==> src/rtl/seglcd_pkg.sv <==
// Shared types, codes and the segment encoding table for the segment LCD frame builder.
// No dependencies; every other file but the checker imports this package.
package seglcd_pkg;

    localparam int POS_W    = 4;
    localparam int DIGIT_W  = 8;
    localparam int NUM_W    = 16;
    localparam int BYTE_W   = 8;
    localparam int BIN_BITS = 14;
    localparam int BCD_W    = 16;
    localparam int CNT_W    = 4;

    localparam logic [NUM_W-1:0] MAX_VALUE = 16'd9999;

    localparam logic [1:0] ACT_PRINT_VALUE = 2'd0;
    localparam logic [1:0] ACT_PRINT_DIGIT = 2'd1;
    localparam logic [1:0] ACT_CLEAR       = 2'd2;
    localparam logic [1:0] ACT_ALL_ON      = 2'd3;

    localparam logic [1:0] REG_THOUSANDS = 2'd0;
    localparam logic [1:0] REG_HUNDREDS  = 2'd1;
    localparam logic [1:0] REG_TENS      = 2'd2;
    localparam logic [1:0] REG_UNITS     = 2'd3;

    localparam logic [POS_W-1:0] RST_THOUSANDS = 4'd4;
    localparam logic [POS_W-1:0] RST_HUNDREDS  = 4'd3;
    localparam logic [POS_W-1:0] RST_TENS      = 4'd2;
    localparam logic [POS_W-1:0] RST_UNITS     = 4'd1;

    localparam logic [BYTE_W-1:0] FILL_OFF  = 8'h00;
    localparam logic [BYTE_W-1:0] FILL_ON   = 8'hFF;
    localparam logic [BYTE_W-1:0] SPILL_BIT = 8'h01;
    localparam logic [BYTE_W-1:0] CODE_MASK = 8'hFE;

    typedef struct packed {
        logic [POS_W-1:0] thousands;
        logic [POS_W-1:0] hundreds;
        logic [POS_W-1:0] tens;
        logic [POS_W-1:0] units;
    } positions_t;

    // Segment code for one digit; table picked by position parity, non-digits blank.
    function automatic logic [BYTE_W-1:0] seg_encode(input logic [DIGIT_W-1:0] d,
                                                     input logic odd);
        logic [BYTE_W-1:0] code;
        code = FILL_OFF;
        if (odd)
        begin
            case (d)
                8'd0: code = 8'hBD;
                8'd1: code = 8'h0C;
                8'd2: code = 8'h75;
                8'd3: code = 8'h5D;
                8'd4: code = 8'hCC;
                8'd5: code = 8'hD9;
                8'd6: code = 8'hF9;
                8'd7: code = 8'h0D;
                8'd8: code = 8'hFD;
                8'd9: code = 8'hDD;
                default: code = FILL_OFF;
            endcase
        end
        else
        begin
            case (d)
                8'd0: code = 8'hDE;
                8'd1: code = 8'h06;
                8'd2: code = 8'hBA;
                8'd3: code = 8'hAE;
                8'd4: code = 8'h66;
                8'd5: code = 8'hEC;
                8'd6: code = 8'hFC;
                8'd7: code = 8'h86;
                8'd8: code = 8'hFE;
                8'd9: code = 8'hEE;
                default: code = FILL_OFF;
            endcase
        end
        return code;
    endfunction

endpackage

==> src/rtl/seglcd_regs.sv <==
// APB-style configuration registers: the four digit positions.
// Depends on seglcd_pkg.
module seglcd_regs
    import seglcd_pkg::*;
(
    input  logic        clk,
    input  logic        rst_n,
    input  logic        psel,
    input  logic        penable,
    input  logic        pwrite,
    input  logic [3:0]  paddr,
    input  logic [31:0] pwdata,
    output logic [31:0] prdata,
    output positions_t  positions
);

    positions_t pos_reg;
    logic       wr_en;
    logic [1:0] reg_idx;

    assign wr_en   = psel && penable && pwrite;
    assign reg_idx = paddr[3:2];

    always_ff @(posedge clk or negedge rst_n)
    begin
        if (!rst_n)
        begin
            pos_reg.thousands <= RST_THOUSANDS;
            pos_reg.hundreds  <= RST_HUNDREDS;
            pos_reg.tens      <= RST_TENS;
            pos_reg.units     <= RST_UNITS;
        end
        else if (wr_en)
        begin
            case (reg_idx)
                REG_THOUSANDS: pos_reg.thousands <= pwdata[POS_W-1:0];
                REG_HUNDREDS:  pos_reg.hundreds  <= pwdata[POS_W-1:0];
                REG_TENS:      pos_reg.tens      <= pwdata[POS_W-1:0];
                REG_UNITS:     pos_reg.units     <= pwdata[POS_W-1:0];
                default:       pos_reg.units     <= pos_reg.units;
            endcase
        end
    end

    always_comb
    begin
        case (reg_idx)
            REG_THOUSANDS: prdata = {28'd0, pos_reg.thousands};
            REG_HUNDREDS:  prdata = {28'd0, pos_reg.hundreds};
            REG_TENS:      prdata = {28'd0, pos_reg.tens};
            REG_UNITS:     prdata = {28'd0, pos_reg.units};
            default:       prdata = 32'd0;
        endcase
    end

    assign positions = pos_reg;

endmodule

==> src/rtl/seglcd_bcd.sv <==
// Binary to BCD converter: one decimal digit per cycle by parallel compare and subtract,
// thousands first; the remainder left after the tens step is the units digit.
// Depends on seglcd_pkg.
module seglcd_bcd
    import seglcd_pkg::*;
(
    input  logic                clk,
    input  logic                rst_n,
    input  logic                start,
    input  logic [BIN_BITS-1:0] value,
    output logic                done,
    output logic [BCD_W-1:0]    bcd
);

    localparam logic [CNT_W-1:0] STEPS = CNT_W'(3);

    logic [BIN_BITS-1:0] rem_reg;
    logic [BIN_BITS-1:0] rem_next;
    logic [BIN_BITS-1:0] rem_left;
    logic [BIN_BITS-1:0] mult;
    logic [BCD_W-1:0]    bcd_reg;
    logic [BCD_W-1:0]    bcd_next;
    logic [3:0]          dig;
    logic [CNT_W-1:0]    cnt_reg;
    logic [CNT_W-1:0]    cnt_next;
    logic                done_reg;
    logic                done_next;

    // Largest multiple of the current weight that fits in the remainder.
    always_comb
    begin
        dig      = 4'd0;
        rem_left = rem_reg;
        mult     = '0;
        for (int k = 1; k < 10; k++)
        begin
            case (cnt_reg)
                CNT_W'(3): mult = BIN_BITS'(k * 1000);
                CNT_W'(2): mult = BIN_BITS'(k * 100);
                default:   mult = BIN_BITS'(k * 10);
            endcase
            if (rem_reg >= mult)
            begin
                dig      = 4'(k);
                rem_left = rem_reg - mult;
            end
        end
    end

    always_comb
    begin
        rem_next  = rem_reg;
        bcd_next  = bcd_reg;
        cnt_next  = cnt_reg;
        done_next = 1'b0;
        if (start)
        begin
            rem_next = value;
            bcd_next = '0;
            cnt_next = STEPS;
        end
        else if (cnt_reg != '0)
        begin
            rem_next = rem_left;
            cnt_next = cnt_reg - CNT_W'(1);
            if (cnt_reg == CNT_W'(1))
            begin
                // tens step: append the tens digit and the units left over
                bcd_next  = {bcd_reg[BCD_W-9:0], dig, rem_left[3:0]};
                done_next = 1'b1;
            end
            else
            begin
                bcd_next = {bcd_reg[BCD_W-5:0], dig};
            end
        end
    end

    always_ff @(posedge clk or negedge rst_n)
    begin
        if (!rst_n)
        begin
            cnt_reg  <= '0;
            done_reg <= 1'b0;
        end
        else
        begin
            cnt_reg  <= cnt_next;
            done_reg <= done_next;
        end
    end

    always_ff @(posedge clk)
    begin
        rem_reg <= rem_next;
        bcd_reg <= bcd_next;
    end

    assign done = done_reg;
    assign bcd  = bcd_reg;

endmodule

==> src/rtl/seglcd_frame_mem.sv <==
// Frame store: one write port, one synchronous read port, per-entry valid bits.
// An entry never written reads as zero. Depends on seglcd_pkg.
module seglcd_frame_mem
    import seglcd_pkg::*;
#(
    parameter int DEPTH = 11,
    parameter int AW    = 4
)
(
    input  logic              clk,
    input  logic              rst_n,
    input  logic              we,
    input  logic [AW-1:0]     waddr,
    input  logic [BYTE_W-1:0] wdata,
    input  logic [AW-1:0]     raddr,
    output logic [BYTE_W-1:0] rdata
);

    logic [BYTE_W-1:0] mem [DEPTH];
    logic [DEPTH-1:0]  valid_reg;
    logic [BYTE_W-1:0] rdata_reg;
    logic              rvld_reg;

    always_ff @(posedge clk)
    begin
        if (we)
            mem[waddr] <= wdata;
        rdata_reg <= mem[raddr];
    end

    always_ff @(posedge clk or negedge rst_n)
    begin
        if (!rst_n)
        begin
            valid_reg <= '0;
            rvld_reg  <= 1'b0;
        end
        else
        begin
            if (we)
                valid_reg[waddr] <= 1'b1;
            rvld_reg <= valid_reg[raddr];
        end
    end

    assign rdata = rvld_reg ? rdata_reg : FILL_OFF;

endmodule

==> src/rtl/segment_lcd_frame_builder.sv <==
// Segment LCD frame builder. Clear/all-on go straight to the frame output; print digit
// first does the frame read-modify-write, print value a BCD conversion and then the frame
// read-modify-write for each digit. FRAME_BYTES bytes follow, one per cycle; busy drops as
// the last one goes out, and no new item is taken before that. A value above 9999 is dropped
// at accept. Reset (rst_n, async) clears the frame and loads digit positions 4, 3, 2, 1.
// Results cannot be stalled.
module segment_lcd_frame_builder
    import seglcd_pkg::*;
#(
    parameter int FRAME_BYTES = 11
)
(
    input  logic               clk,
    input  logic               rst_n,
    // item transfer
    input  logic               start,
    output logic               busy,
    input  logic [1:0]         action,
    input  logic [NUM_W-1:0]   number,
    input  logic [DIGIT_W-1:0] digit,
    input  logic [POS_W-1:0]   position,
    // result transfer, one byte per strobe
    output logic               result_valid,
    output logic [BYTE_W-1:0]  frame_byte,
    output logic               last_byte,
    // configuration
    input  logic               psel,
    input  logic               penable,
    input  logic               pwrite,
    input  logic [3:0]         paddr,
    input  logic [31:0]        pwdata,
    output logic [31:0]        prdata,
    output logic               pready
);

    localparam int AW = $clog2(FRAME_BYTES);
    localparam logic [AW-1:0] LAST_IDX = AW'(FRAME_BYTES - 1);

    // Sequencer states
    localparam logic [2:0] S_IDLE  = 3'd0;
    localparam logic [2:0] S_BCD   = 3'd1;
    localparam logic [2:0] S_PUT   = 3'd2;
    localparam logic [2:0] S_SPILL = 3'd3;
    localparam logic [2:0] S_EMIT  = 3'd4;

    logic [2:0]         state_reg, state_next;
    logic [1:0]         act_reg, act_next;
    logic [DIGIT_W-1:0] digit_reg, digit_next;
    logic [POS_W-1:0]   pos_reg, pos_next;
    logic [1:0]         dsel_reg, dsel_next;
    logic [AW-1:0]      idx_reg, idx_next;
    logic               fill_mode_reg, fill_mode_next;
    logic [BYTE_W-1:0]  fill_reg, fill_next;
    logic               rv_reg, rv_next;
    logic               last_reg, last_next;

    positions_t         positions;
    logic               accept;
    logic               bcd_start;
    logic               bcd_done;
    logic [BCD_W-1:0]   bcd;

    logic [DIGIT_W-1:0] cur_digit;
    logic [POS_W-1:0]   cur_pos;
    logic [BYTE_W-1:0]  code;
    logic               in_frame;
    logic               spill_need;
    logic [AW-1:0]      cur_addr;
    logic [AW-1:0]      prev_addr;

    logic               mem_we;
    logic [AW-1:0]      mem_waddr;
    logic [BYTE_W-1:0]  mem_wdata;
    logic [AW-1:0]      mem_raddr;
    logic [BYTE_W-1:0]  mem_rdata;

    seglcd_regs u_regs (
        .clk       (clk),
        .rst_n     (rst_n),
        .psel      (psel),
        .penable   (penable),
        .pwrite    (pwrite),
        .paddr     (paddr),
        .pwdata    (pwdata),
        .prdata    (prdata),
        .positions (positions)
    );

    seglcd_bcd u_bcd (
        .clk   (clk),
        .rst_n (rst_n),
        .start (bcd_start),
        .value (number[BIN_BITS-1:0]),
        .done  (bcd_done),
        .bcd   (bcd)
    );

    seglcd_frame_mem #(
        .DEPTH (FRAME_BYTES),
        .AW    (AW)
    ) u_mem (
        .clk   (clk),
        .rst_n (rst_n),
        .we    (mem_we),
        .waddr (mem_waddr),
        .wdata (mem_wdata),
        .raddr (mem_raddr),
        .rdata (mem_rdata)
    );

    assign pready = 1'b1;
    assign busy   = (state_reg != S_IDLE);
    assign accept = start && !busy;

    // Pick the digit and position being written: the single digit of a print-digit
    // item, or the BCD digit named by dsel_reg, thousands first.
    always_comb
    begin
        if (act_reg == ACT_PRINT_DIGIT)
        begin
            cur_digit = digit_reg;
            cur_pos   = pos_reg;
        end
        else
        begin
            case (dsel_reg)
                2'd0:
                begin
                    cur_digit = {4'd0, bcd[15:12]};
                    cur_pos   = positions.thousands;
                end
                2'd1:
                begin
                    cur_digit = {4'd0, bcd[11:8]};
                    cur_pos   = positions.hundreds;
                end
                2'd2:
                begin
                    cur_digit = {4'd0, bcd[7:4]};
                    cur_pos   = positions.tens;
                end
                default:
                begin
                    cur_digit = {4'd0, bcd[3:0]};
                    cur_pos   = positions.units;
                end
            endcase
        end
    end

    // Parity selects the table even when the position lies outside the frame.
    assign code       = seg_encode(cur_digit, cur_pos[0]);
    assign in_frame   = (32'(cur_pos) < FRAME_BYTES);
    assign spill_need = code[0] && (cur_pos != '0) && in_frame;
    assign cur_addr   = AW'(cur_pos);
    assign prev_addr  = cur_addr - AW'(1);

    always_comb
    begin
        state_next     = state_reg;
        act_next       = act_reg;
        digit_next     = digit_reg;
        pos_next       = pos_reg;
        dsel_next      = dsel_reg;
        idx_next       = idx_reg;
        fill_mode_next = fill_mode_reg;
        fill_next      = fill_reg;
        rv_next        = 1'b0;
        last_next      = 1'b0;
        bcd_start      = 1'b0;
        mem_we         = 1'b0;
        mem_waddr      = cur_addr;
        mem_wdata      = code & CODE_MASK;
        mem_raddr      = idx_reg;

        case (state_reg)
            S_IDLE:
            begin
                if (accept)
                begin
                    act_next   = action;
                    digit_next = digit;
                    pos_next   = position;
                    dsel_next  = 2'd0;
                    idx_next   = '0;
                    case (action)
                        ACT_PRINT_VALUE:
                        begin
                            // drop values that do not fit four digits
                            if (number <= MAX_VALUE)
                            begin
                                bcd_start  = 1'b1;
                                state_next = S_BCD;
                            end
                        end
                        ACT_PRINT_DIGIT:
                        begin
                            state_next = S_PUT;
                        end
                        ACT_CLEAR:
                        begin
                            fill_mode_next = 1'b1;
                            fill_next      = FILL_OFF;
                            state_next     = S_EMIT;
                        end
                        default:
                        begin
                            fill_mode_next = 1'b1;
                            fill_next      = FILL_ON;
                            state_next     = S_EMIT;
                        end
                    endcase
                end
            end

            S_BCD:
            begin
                if (bcd_done)
                    state_next = S_PUT;
            end

            S_PUT:
            begin
                // Write the cleared code at the position if it lies in the frame and fetch the byte before it;
                // the two addresses differ, so the order of write and spill is free.
                mem_we    = in_frame;
                mem_raddr = prev_addr;
                if (spill_need)
                begin
                    state_next = S_SPILL;
                end
                else if ((act_reg == ACT_PRINT_DIGIT) || (dsel_reg == 2'd3))
                begin
                    fill_mode_next = 1'b0;
                    state_next     = S_EMIT;
                end
                else
                begin
                    dsel_next = dsel_reg + 2'd1;
                end
            end

            S_SPILL:
            begin
                // OR the segment bit into the previous byte
                mem_we    = 1'b1;
                mem_waddr = prev_addr;
                mem_wdata = mem_rdata | SPILL_BIT;
                if ((act_reg == ACT_PRINT_DIGIT) || (dsel_reg == 2'd3))
                begin
                    fill_mode_next = 1'b0;
                    state_next     = S_EMIT;
                end
                else
                begin
                    dsel_next  = dsel_reg + 2'd1;
                    state_next = S_PUT;
                end
            end

            S_EMIT:
            begin
                // Issue one read per cycle; the byte shows the cycle after.
                rv_next   = 1'b1;
                last_next = (idx_reg == LAST_IDX);
                if (idx_reg == LAST_IDX)
                begin
                    idx_next   = '0;
                    state_next = S_IDLE;
                end
                else
                begin
                    idx_next = idx_reg + AW'(1);
                end
            end

            default:
            begin
                state_next = S_IDLE;
            end
        endcase
    end

    always_ff @(posedge clk or negedge rst_n)
    begin
        if (!rst_n)
        begin
            state_reg     <= S_IDLE;
            act_reg       <= ACT_PRINT_VALUE;
            dsel_reg      <= 2'd0;
            idx_reg       <= '0;
            fill_mode_reg <= 1'b0;
            rv_reg        <= 1'b0;
            last_reg      <= 1'b0;
        end
        else
        begin
            state_reg     <= state_next;
            act_reg       <= act_next;
            dsel_reg      <= dsel_next;
            idx_reg       <= idx_next;
            fill_mode_reg <= fill_mode_next;
            rv_reg        <= rv_next;
            last_reg      <= last_next;
        end
    end

    always_ff @(posedge clk)
    begin
        digit_reg <= digit_next;
        pos_reg   <= pos_next;
        fill_reg  <= fill_next;
    end

    assign result_valid = rv_reg;
    assign last_byte    = last_reg;
    assign frame_byte   = fill_mode_reg ? fill_reg : mem_rdata;

endmodule

==> config.mk <==
export PLATFORM = sky130hd
export DESIGN_NAME = segment_lcd_frame_builder
export DESIGN_NICKNAME = d
export VERILOG_FILES = /design/src/rtl/seglcd_pkg.sv /design/src/rtl/seglcd_regs.sv /design/src/rtl/seglcd_bcd.sv /design/src/rtl/seglcd_frame_mem.sv /design/src/rtl/segment_lcd_frame_builder.sv
export SDC_FILE = /design/constraint.sdc
export NUM_CORES = 1
export LEC_CHECK = 0
export BUFFER_PORTS_ARGS = -buffer_cell sky130_fd_sc_hd__buf_2
export CORE_ASPECT_RATIO = 0.6
export CORE_MARGIN = 4
export CORE_UTILIZATION = 45
export CTS_CLUSTER_DIAMETER = 60
export CTS_CLUSTER_SIZE = 20
export DETAILED_ROUTE_END_ITERATION = 10
export MAX_ROUTING_LAYER = met4
export PLACE_DENSITY = 0.63
export SYNTH_ARGS = -nofsm -noshare
export SYNTH_HDL_FRONTEND = slang
export SYNTH_HIERARCHICAL = 1
export SYNTH_SLANG_ARGS = --single-unit
==> constraint.sdc <==
create_clock -name clk -period 6.6 [get_ports clk]
set_input_delay 1.32 -clock clk [delete_from_list [all_inputs] [get_ports clk]]
set_output_delay 1.32 -clock clk [all_outputs]
set_load 0.02 [all_outputs]
==> summary.txt, run 1 <==
Clocking
  • TritonCTS clock tree: built
  • Worst-path clk slew: about 0.08 ns
  • Root Driver: clkbuf_16
  • CTS buffer count: 17
  • Hold buffer count at CTS: 0
  • H-tree depth: 4
  • Number of clock sinks: 186
  • CTS Buffer Depth: 2
  • Post_cts resized: 0
  • Post-CTS Setup Bufs: 0
  • Skew-Pair Late Insertion Delay: 0.44 ns

Logic synthesis
  • Synth Area in Adders: around 6%
  • Gate Count Post-Synth: 1366
  • Mux cell area share after synthesis: 7.57%
  • Post-synthesis sequential area ratio: 39.0%
  • Synth Area in Compound Gates: 21.0%
  • Synth unique cells: 111
  • Async SR Flop Fraction: between 20 and 30%
  • Top FF cell, synth: edfxtp_1
  • Post-Synth XOR/XNOR Area: 3.47%
  • Largest family of logic cells by synthesized area: compound AO/OA/AOI/OAI gates
  • Mapped Area: 13100 µm²
  • Synth Area in Simple Gates: 16.6%
  • Syn. warnings: 6
  • Synth Register Bits: between 150 and 200
  • Post-Syn Area per Cell: 9.62 µm²
  • Number of flops mapped to enable cells by yosys: between 100 and 150

Global route
  • Initial antenna violation count: 1
  • Total GRT Usage: 26.5%
  • Grt total ovfl: 0
  • Pin count of the biggest net entering global routing: 48
  • First-pass GRT wire length: 63500 µm
  • Number of global-route vias before repair: around 10k

Drt
  • Drt wl/cell: approximately 24 µm
  • Initial DRC Count: approximately 1.4k
  • DRC: 0
  • Antenna Nets Post-Route: 0
  • Detailed-route via count: 11.1k
  • Total wire length: 41900 µm
  • Vias per inst: between 6 and 7
  • First-pass DRT Iterations: 5

Finish
  • Layout cells sized above 1: 16.2%
  • Final Non-Filler Cells: 1771
  • Area of the multi-input gates: 7300 µm²
  • Max reg flops: 88
  • Most frequent cells in the layout: 115 x edfxtp_1, 101 x nand2_1, 96 x nor2_1
  • Register Area: just over 5000 µm²
  • Most common cell after layout, fill and taps aside: edfxtp_1
  • Final #Nets: 1513
  • Fillers: approximately 2.7k
  • Area Growth Syn to Fin: 7.95%

Critical path
  • Critical Path AT: 5.78 ns
  • Critical path capture point type: register
  • WP data required: a little under 7 ns
  • Setup CP Type: reg2reg
  • Crit start category: register
  • Max FO, Critical Path: 11
  • R2R Setup Slk: 1.11 ns

STA
  • Tcrit/Tclk final: about 83%
  • RSZ-0062 raised after global routing: no
  • Final Hold Vio Count: 0
  • Final setup violation count: 0
  • Min Clock Period, post-route: roughly 5.5 ns
  • TNS Setup: 0 ns
  • FMAX: 182 MHz
  • Skew final: around 0.011 ns
  • Final Max Slew Viols: 0
  • Relative slew slack: 29.6%
  • Worst Tran Pin Value: 1.04 ns

Placed design
  • I/O Buffers: 56
  • GP Congestion: 0.996
  • Final HPWL DP: 31400 µm
  • Cells after DPL: 1738

Floorplanning
  • Die width: around 230 µm
  • Initial Util: a little under half
  • Die area: 32100 µm²
  • I/O pin count: 116
  • Die span in y: 140 µm
  • Cell row count: 48
  • Core ar.: 28800 µm²

Status
  • Status: complete, no violations

Worst hold path
  • Hold Path Class: reg2reg

Flow run
  • Max Cap Viol: 0
synth_stat cells, drive strengths merged (19+ instances only):
cell type	n	share of area, %
or2	22	1.0
buf	54	3.2
and2	19	0.90
inv	50	1.4
nor3	33	1.3
xnor2	35	2.3
a21oi	76	3.0
nor2	97	2.8
o21ai	94	3.6
dfrtp	42	8.0
dfxtp	24	3.7
ha	53	5.0
o211ai	20	1.1
a211oi	21	1.2
clkbuf	62	1.8
nand2b	27	1.3
nand3	24	0.99
mux2i	33	2.5
edfxtp	115	26
nand2	101	2.9
mux2	46	4.0
nor2b	24	1.2
per-layer routing:
layer  share of wire (%)  vias to the layer above  track usage, %
met3                  13                       34            9.29
met5                   0                        -               -
met4                 1.1                        0            4.09
li1                    -                     5080               -
met2                  36                      630            30.6
met1                  50                     5380            43.0
cells by family (layout without fill, tap and decap cells):
logic type	count (synthesis)	count (layout)
AO/OA/AOI/OAI	399	399
XOR/XNOR	52	52
adder cells (fa/ha/maj)	59	59
buffers and inverters	166	168
flip-flops	186	186
multiplexers	85	85
other	2	30
AND/OR/NAND/NOR	417	417
worst paths after layout:
path | from | end | cells past startpoint
max reg2reg | u_bcd/cnt_reg[0] | u_bcd/rem_reg[1] | 17
min reg2reg | u_mem/valid_reg[3] | u_mem/valid_reg[3] | 1
max in group asynchronous | rst_n | u_mem/valid_reg[8] | 2
min in group asynchronous | rst_n | u_regs/positions[12] | 2
min | u_mem/valid_reg[3] | u_mem/valid_reg[3] | 1
max | u_bcd/cnt_reg[0] | u_bcd/rem_reg[1] | 17
metrics by stage:
step | utilization (%) | cell area, µm² | setup WS (ns) | hold WS, ns
after floorplan | - | 13200 | 2.32 | 0.425
after global placement | 47.2 | 13600 | 1.44 | 0.444
after detailed placement | 47.2 | 13600 | 1.43 | 0.450
after CTS | 49.3 | 14200 | 1.41 | 0.467
after global routing | 49.3 | 14200 | 0.999 | 0.474
final | 49.3 | 14200 | 1.11 | 0.465
cell type report:
| type | instances | area share, % |
|---|---|---|
| tap | 375 | 3.31 |
| clock inverter | 14 | 1.20 |
| antenna | 1 | 0.0176 |
| clock buffer | 18 | 3.03 |
| multi-input combinational | 1041 | 51.5 |
| sequential | 186 | 36.1 |
| timing repair buffer | 86 | 3.56 |
| inverter | 50 | 1.32 |
worst max-delay path, cell delays in order (launching register included):
cell and delay (ns):
dfrtp_1 0.42, ha_1 0.23, nand2_1 0.06, buf_4 0.23, nand2_1 0.14, inv_1 0.49, ha_1 0.28, inv_1 0.06
fa_1 0.43, a211o_1 0.39, a211oi_1 0.26, nor2_1 0.10, o311ai_0 0.49, and2_1 0.45, o21ai_0 0.15, o21ai_1 0.58
mux2_1 0.42, o21ai_0 0.16
Power of run 1 is not shown: default switching activity piles up to over one toggle a cycle in this logic, so the estimate is an artifact.
==> run 2: changes to the inputs <==
==> constraint.sdc (replaced) <==
create_clock -name clk -period 5.8 [get_ports clk]
set_input_delay 1.16 -clock clk [delete_from_list [all_inputs] [get_ports clk]]
set_output_delay 1.16 -clock clk [all_outputs]
set_load 0.02 [all_outputs]
==> run 2 against run 1 <==
Net effect:
- critical path depth shrank 1
- routed wire length increased by 0.46%
- die area unchanged
- non-clock buffer count rose by 25
- critical path type unchanged
==> summary.txt, run 2 (synthesis gave the netlist of run 1 again) <==
Finish
  • Final core utilization: 49.7% (+0.41 points)
  • Area Growth Syn to Fin: 8.85%
  • Fillers: 2660 (-0.038%)
  • Layout cells sized above 1: 17.4% (+1.2 points)
  • Most frequent cells in the layout: 115 x edfxtp_1, 101 x nand2_1, 96 x nor2_1
  • Most common cell after layout, fill and taps aside: edfxtp_1
  • Max reg flops: 88 (unchanged)
  • N_diodes: 0 (-1)
  • Register Area: 5120 µm² (unchanged)
  • Area of the multi-input gates: 7290 µm² (-0.17%)
  • Final #Nets: 1538 (+1.7%)

Clocking
  • Root Driver: clkbuf_16
  • Worst-path clk slew: 0.07 ns (about the same)
  • CTS Buffer Depth: 2 (unchanged)
  • TritonCTS clock tree: built
  • H-tree depth: 4 (unchanged)
  • Number of clock sinks: 186 (unchanged)
  • Post_cts resized: 0 (unchanged)
  • Post-CTS Setup Bufs: 0 (unchanged)
  • Skew-Pair Late Insertion Delay: 0.44 ns (about the same)
  • Hold buffer count at CTS: 0 (unchanged)
  • CTS buffer count: 17 (unchanged)

Drt
  • Vias per inst: 6.34 (+1.0%)
  • Detailed-route via count: 11.4k (+2.4%)
  • Antenna Nets Post-Route: 0 (unchanged)
  • Drt wl/cell: 23.5 µm (-0.89%)
  • Initial DRC Count: 1501 (+6.7%)
  • DRC: 0 (unchanged)
  • Total wire length: 42100 µm (+0.46%)
  • First-pass DRT Iterations: 6 (+1)

Floorplanning
  • Die width: 229 µm (unchanged)
  • Cell row count: 48 (unchanged)
  • Die area: 32100 µm² (unchanged)
  • Core ar.: 28800 µm² (unchanged)
  • I/O pin count: 116 (unchanged)
  • Die span in y: 140 µm (unchanged)
  • Initial Util: 45.7% (unchanged)

Critical path
  • R2R cell count: 16 (-1)
  • Worst r2r src: u_bcd/cnt_reg[2]
  • Worst path max stage delay: 0.68 ns (+0.10 ns)
  • Critical Path AT: 5.20 ns (-0.58 ns)
  • R2R Setup Slk: 0.76 ns (-0.35 ns)
  • Worst R2R End: u_bcd/rem_reg[2]
  • Crit start category: register
  • Crit-path leading delay family: simple AND/OR/NAND/NOR gates
  • Setup CP Type: reg2reg
  • WP data required: 5.96 ns (-0.93 ns)
  • Critical path capture point type: register
  • WP buf/inv: 3 (unchanged)
  • Critical-path cell list: nor2_1 > nand2_1 > nand2_1 > inv_1 > ha_1 > nand4b_1 > or3_1 > o41ai_2 > a2111oi_0 > nor2_1 > buf_4 > buf_4 > a221o_1 > o21ai_0 > a31oi_1 > a21oi_1
  • Slowest-stage cell, CP: o41ai_2
  • Max FO, Critical Path: 6 (-5)

STA
  • Final Hold Vio Count: 0 (unchanged)
  • Tcrit/Tclk final: 86.9% (+3.6 points)
  • Min Clock Period, post-route: 5.04 ns (-0.455 ns)
  • Relative slew slack: 25.3% (-4.3 points)
  • TNS Setup: 0 ns (unchanged)
  • FMAX: 198 MHz (+9.0%)
  • Final Max Slew Viols: 0 (unchanged)
  • RSZ-0062 raised after global routing: no
  • Skew final: 0.00898 ns (-0.00243 ns)
  • Final setup violation count: 0 (unchanged)
  • Worst Tran Pin Value: 1.12 ns (+0.0789 ns)

Global route
  • Number of global-route vias before repair: 10.3k (+2.4%)
  • First-pass GRT wire length: 63500 µm (about the same)
  • Initial antenna violation count: 0 (-1)
  • Total GRT Usage: 26.5% (about the same)
  • Grt total ovfl: 0 (unchanged)
  • Pin count of the biggest net entering global routing: 48 (unchanged)

Placed design
  • I/O Buffers: 56 (unchanged)
  • GP Congestion: 1.02 (+2.1%)
  • Final HPWL DP: 31600 µm (+0.78%)

Status
  • Status: complete, no violations

Worst hold path
  • Hold path endpoint: u_mem/valid_reg[1]
  • Hold path cells: 1 (unchanged)
  • Hold Path Class: reg2reg
  • Min-delay src: u_mem/valid_reg[1]

Flow run
  • Max Cap Viol: 0 (unchanged)
-- run 2: changes by cell type in the layout (fill, tap and decap cells not counted), moves of 2 or more --
| cell | before | now |
|---|---|---|
| inv_6 | 2 | 0 |
| inv_8 | 8 | 2 |
| clkinvlp_4 | 1 | 3 |
| clkinv_2 | 0 | 3 |
| buf_4 | 30 | 54 |
| clkinv_4 | 1 | 4 |
-- run 2: layout make-up --
| class | count | share of cell area (%) |
|---|---|---|
| clock buffers | 19 | 3.03 |
| clock inverters | 13 | 0.691 |
| repair buffers | 111 | 4.94 |
| flip-flops and latches | 186 | 35.8 |
| inverters | 50 | 1.31 |
| multi-input cells | 1041 | 51.0 |
| well taps | 375 | 3.28 |
-- run 2: routing by layer --
metal	global-route usage, %	wire length (µm)	part of all wire [%]
met1	43.1	21000	50
met2	30.2	15000	35
met3	9.11	5700	14
met4	4.99	484	1.1
met5	-	0	0
-- run 2: worst max path at each step --
stage                                 from                end  slack (ns)  cells past startpoint
after floorplan           u_bcd/cnt_reg[0]   u_bcd/rem_reg[1]        1.52                     18
after global placement    u_bcd/cnt_reg[0]   u_bcd/rem_reg[6]        1.09                     18
after detailed placement  u_bcd/cnt_reg[2]  u_bcd/rem_reg[12]         1.0                     16
after CTS                 u_bcd/cnt_reg[2]   u_bcd/rem_reg[9]        0.98                     16
after global routing      u_bcd/cnt_reg[2]   u_bcd/rem_reg[4]        0.41                     16
final                     u_bcd/cnt_reg[2]   u_bcd/rem_reg[2]        0.76                     16
-- run 2: worst register-to-register path: stages (launching register included) --
cell and delay (ns):
dfrtp_1 0.40, nor2_1 0.29, nand2_1 0.13, nand2_1 0.19, inv_1 0.25, ha_1 0.48, nand4b_1 0.21, or3_1 0.41
o41ai_2 0.68, a2111oi_0 0.22, nor2_1 0.49, buf_4 0.25, buf_4 0.16, a221o_1 0.11, o21ai_0 0.10, a31oi_1 0.27
a21oi_1 0.11
-- run 2: stage by stage --
step           instance area (µm²)  std cells  hold WS, ns  worst slack, ns
2_1_floorplan                13200       1393        0.425             1.52
3_3_place_gp                 13800       1763        0.441             1.09
6_report                     14300       1795        0.461            0.762
3_5_place_dp                 13800       1763        0.446            0.997
5_1_grt                      14300       1795        0.467            0.411
4_1_cts                      14300       1795        0.464            0.980
Power of run 2 is left out for the same reason.
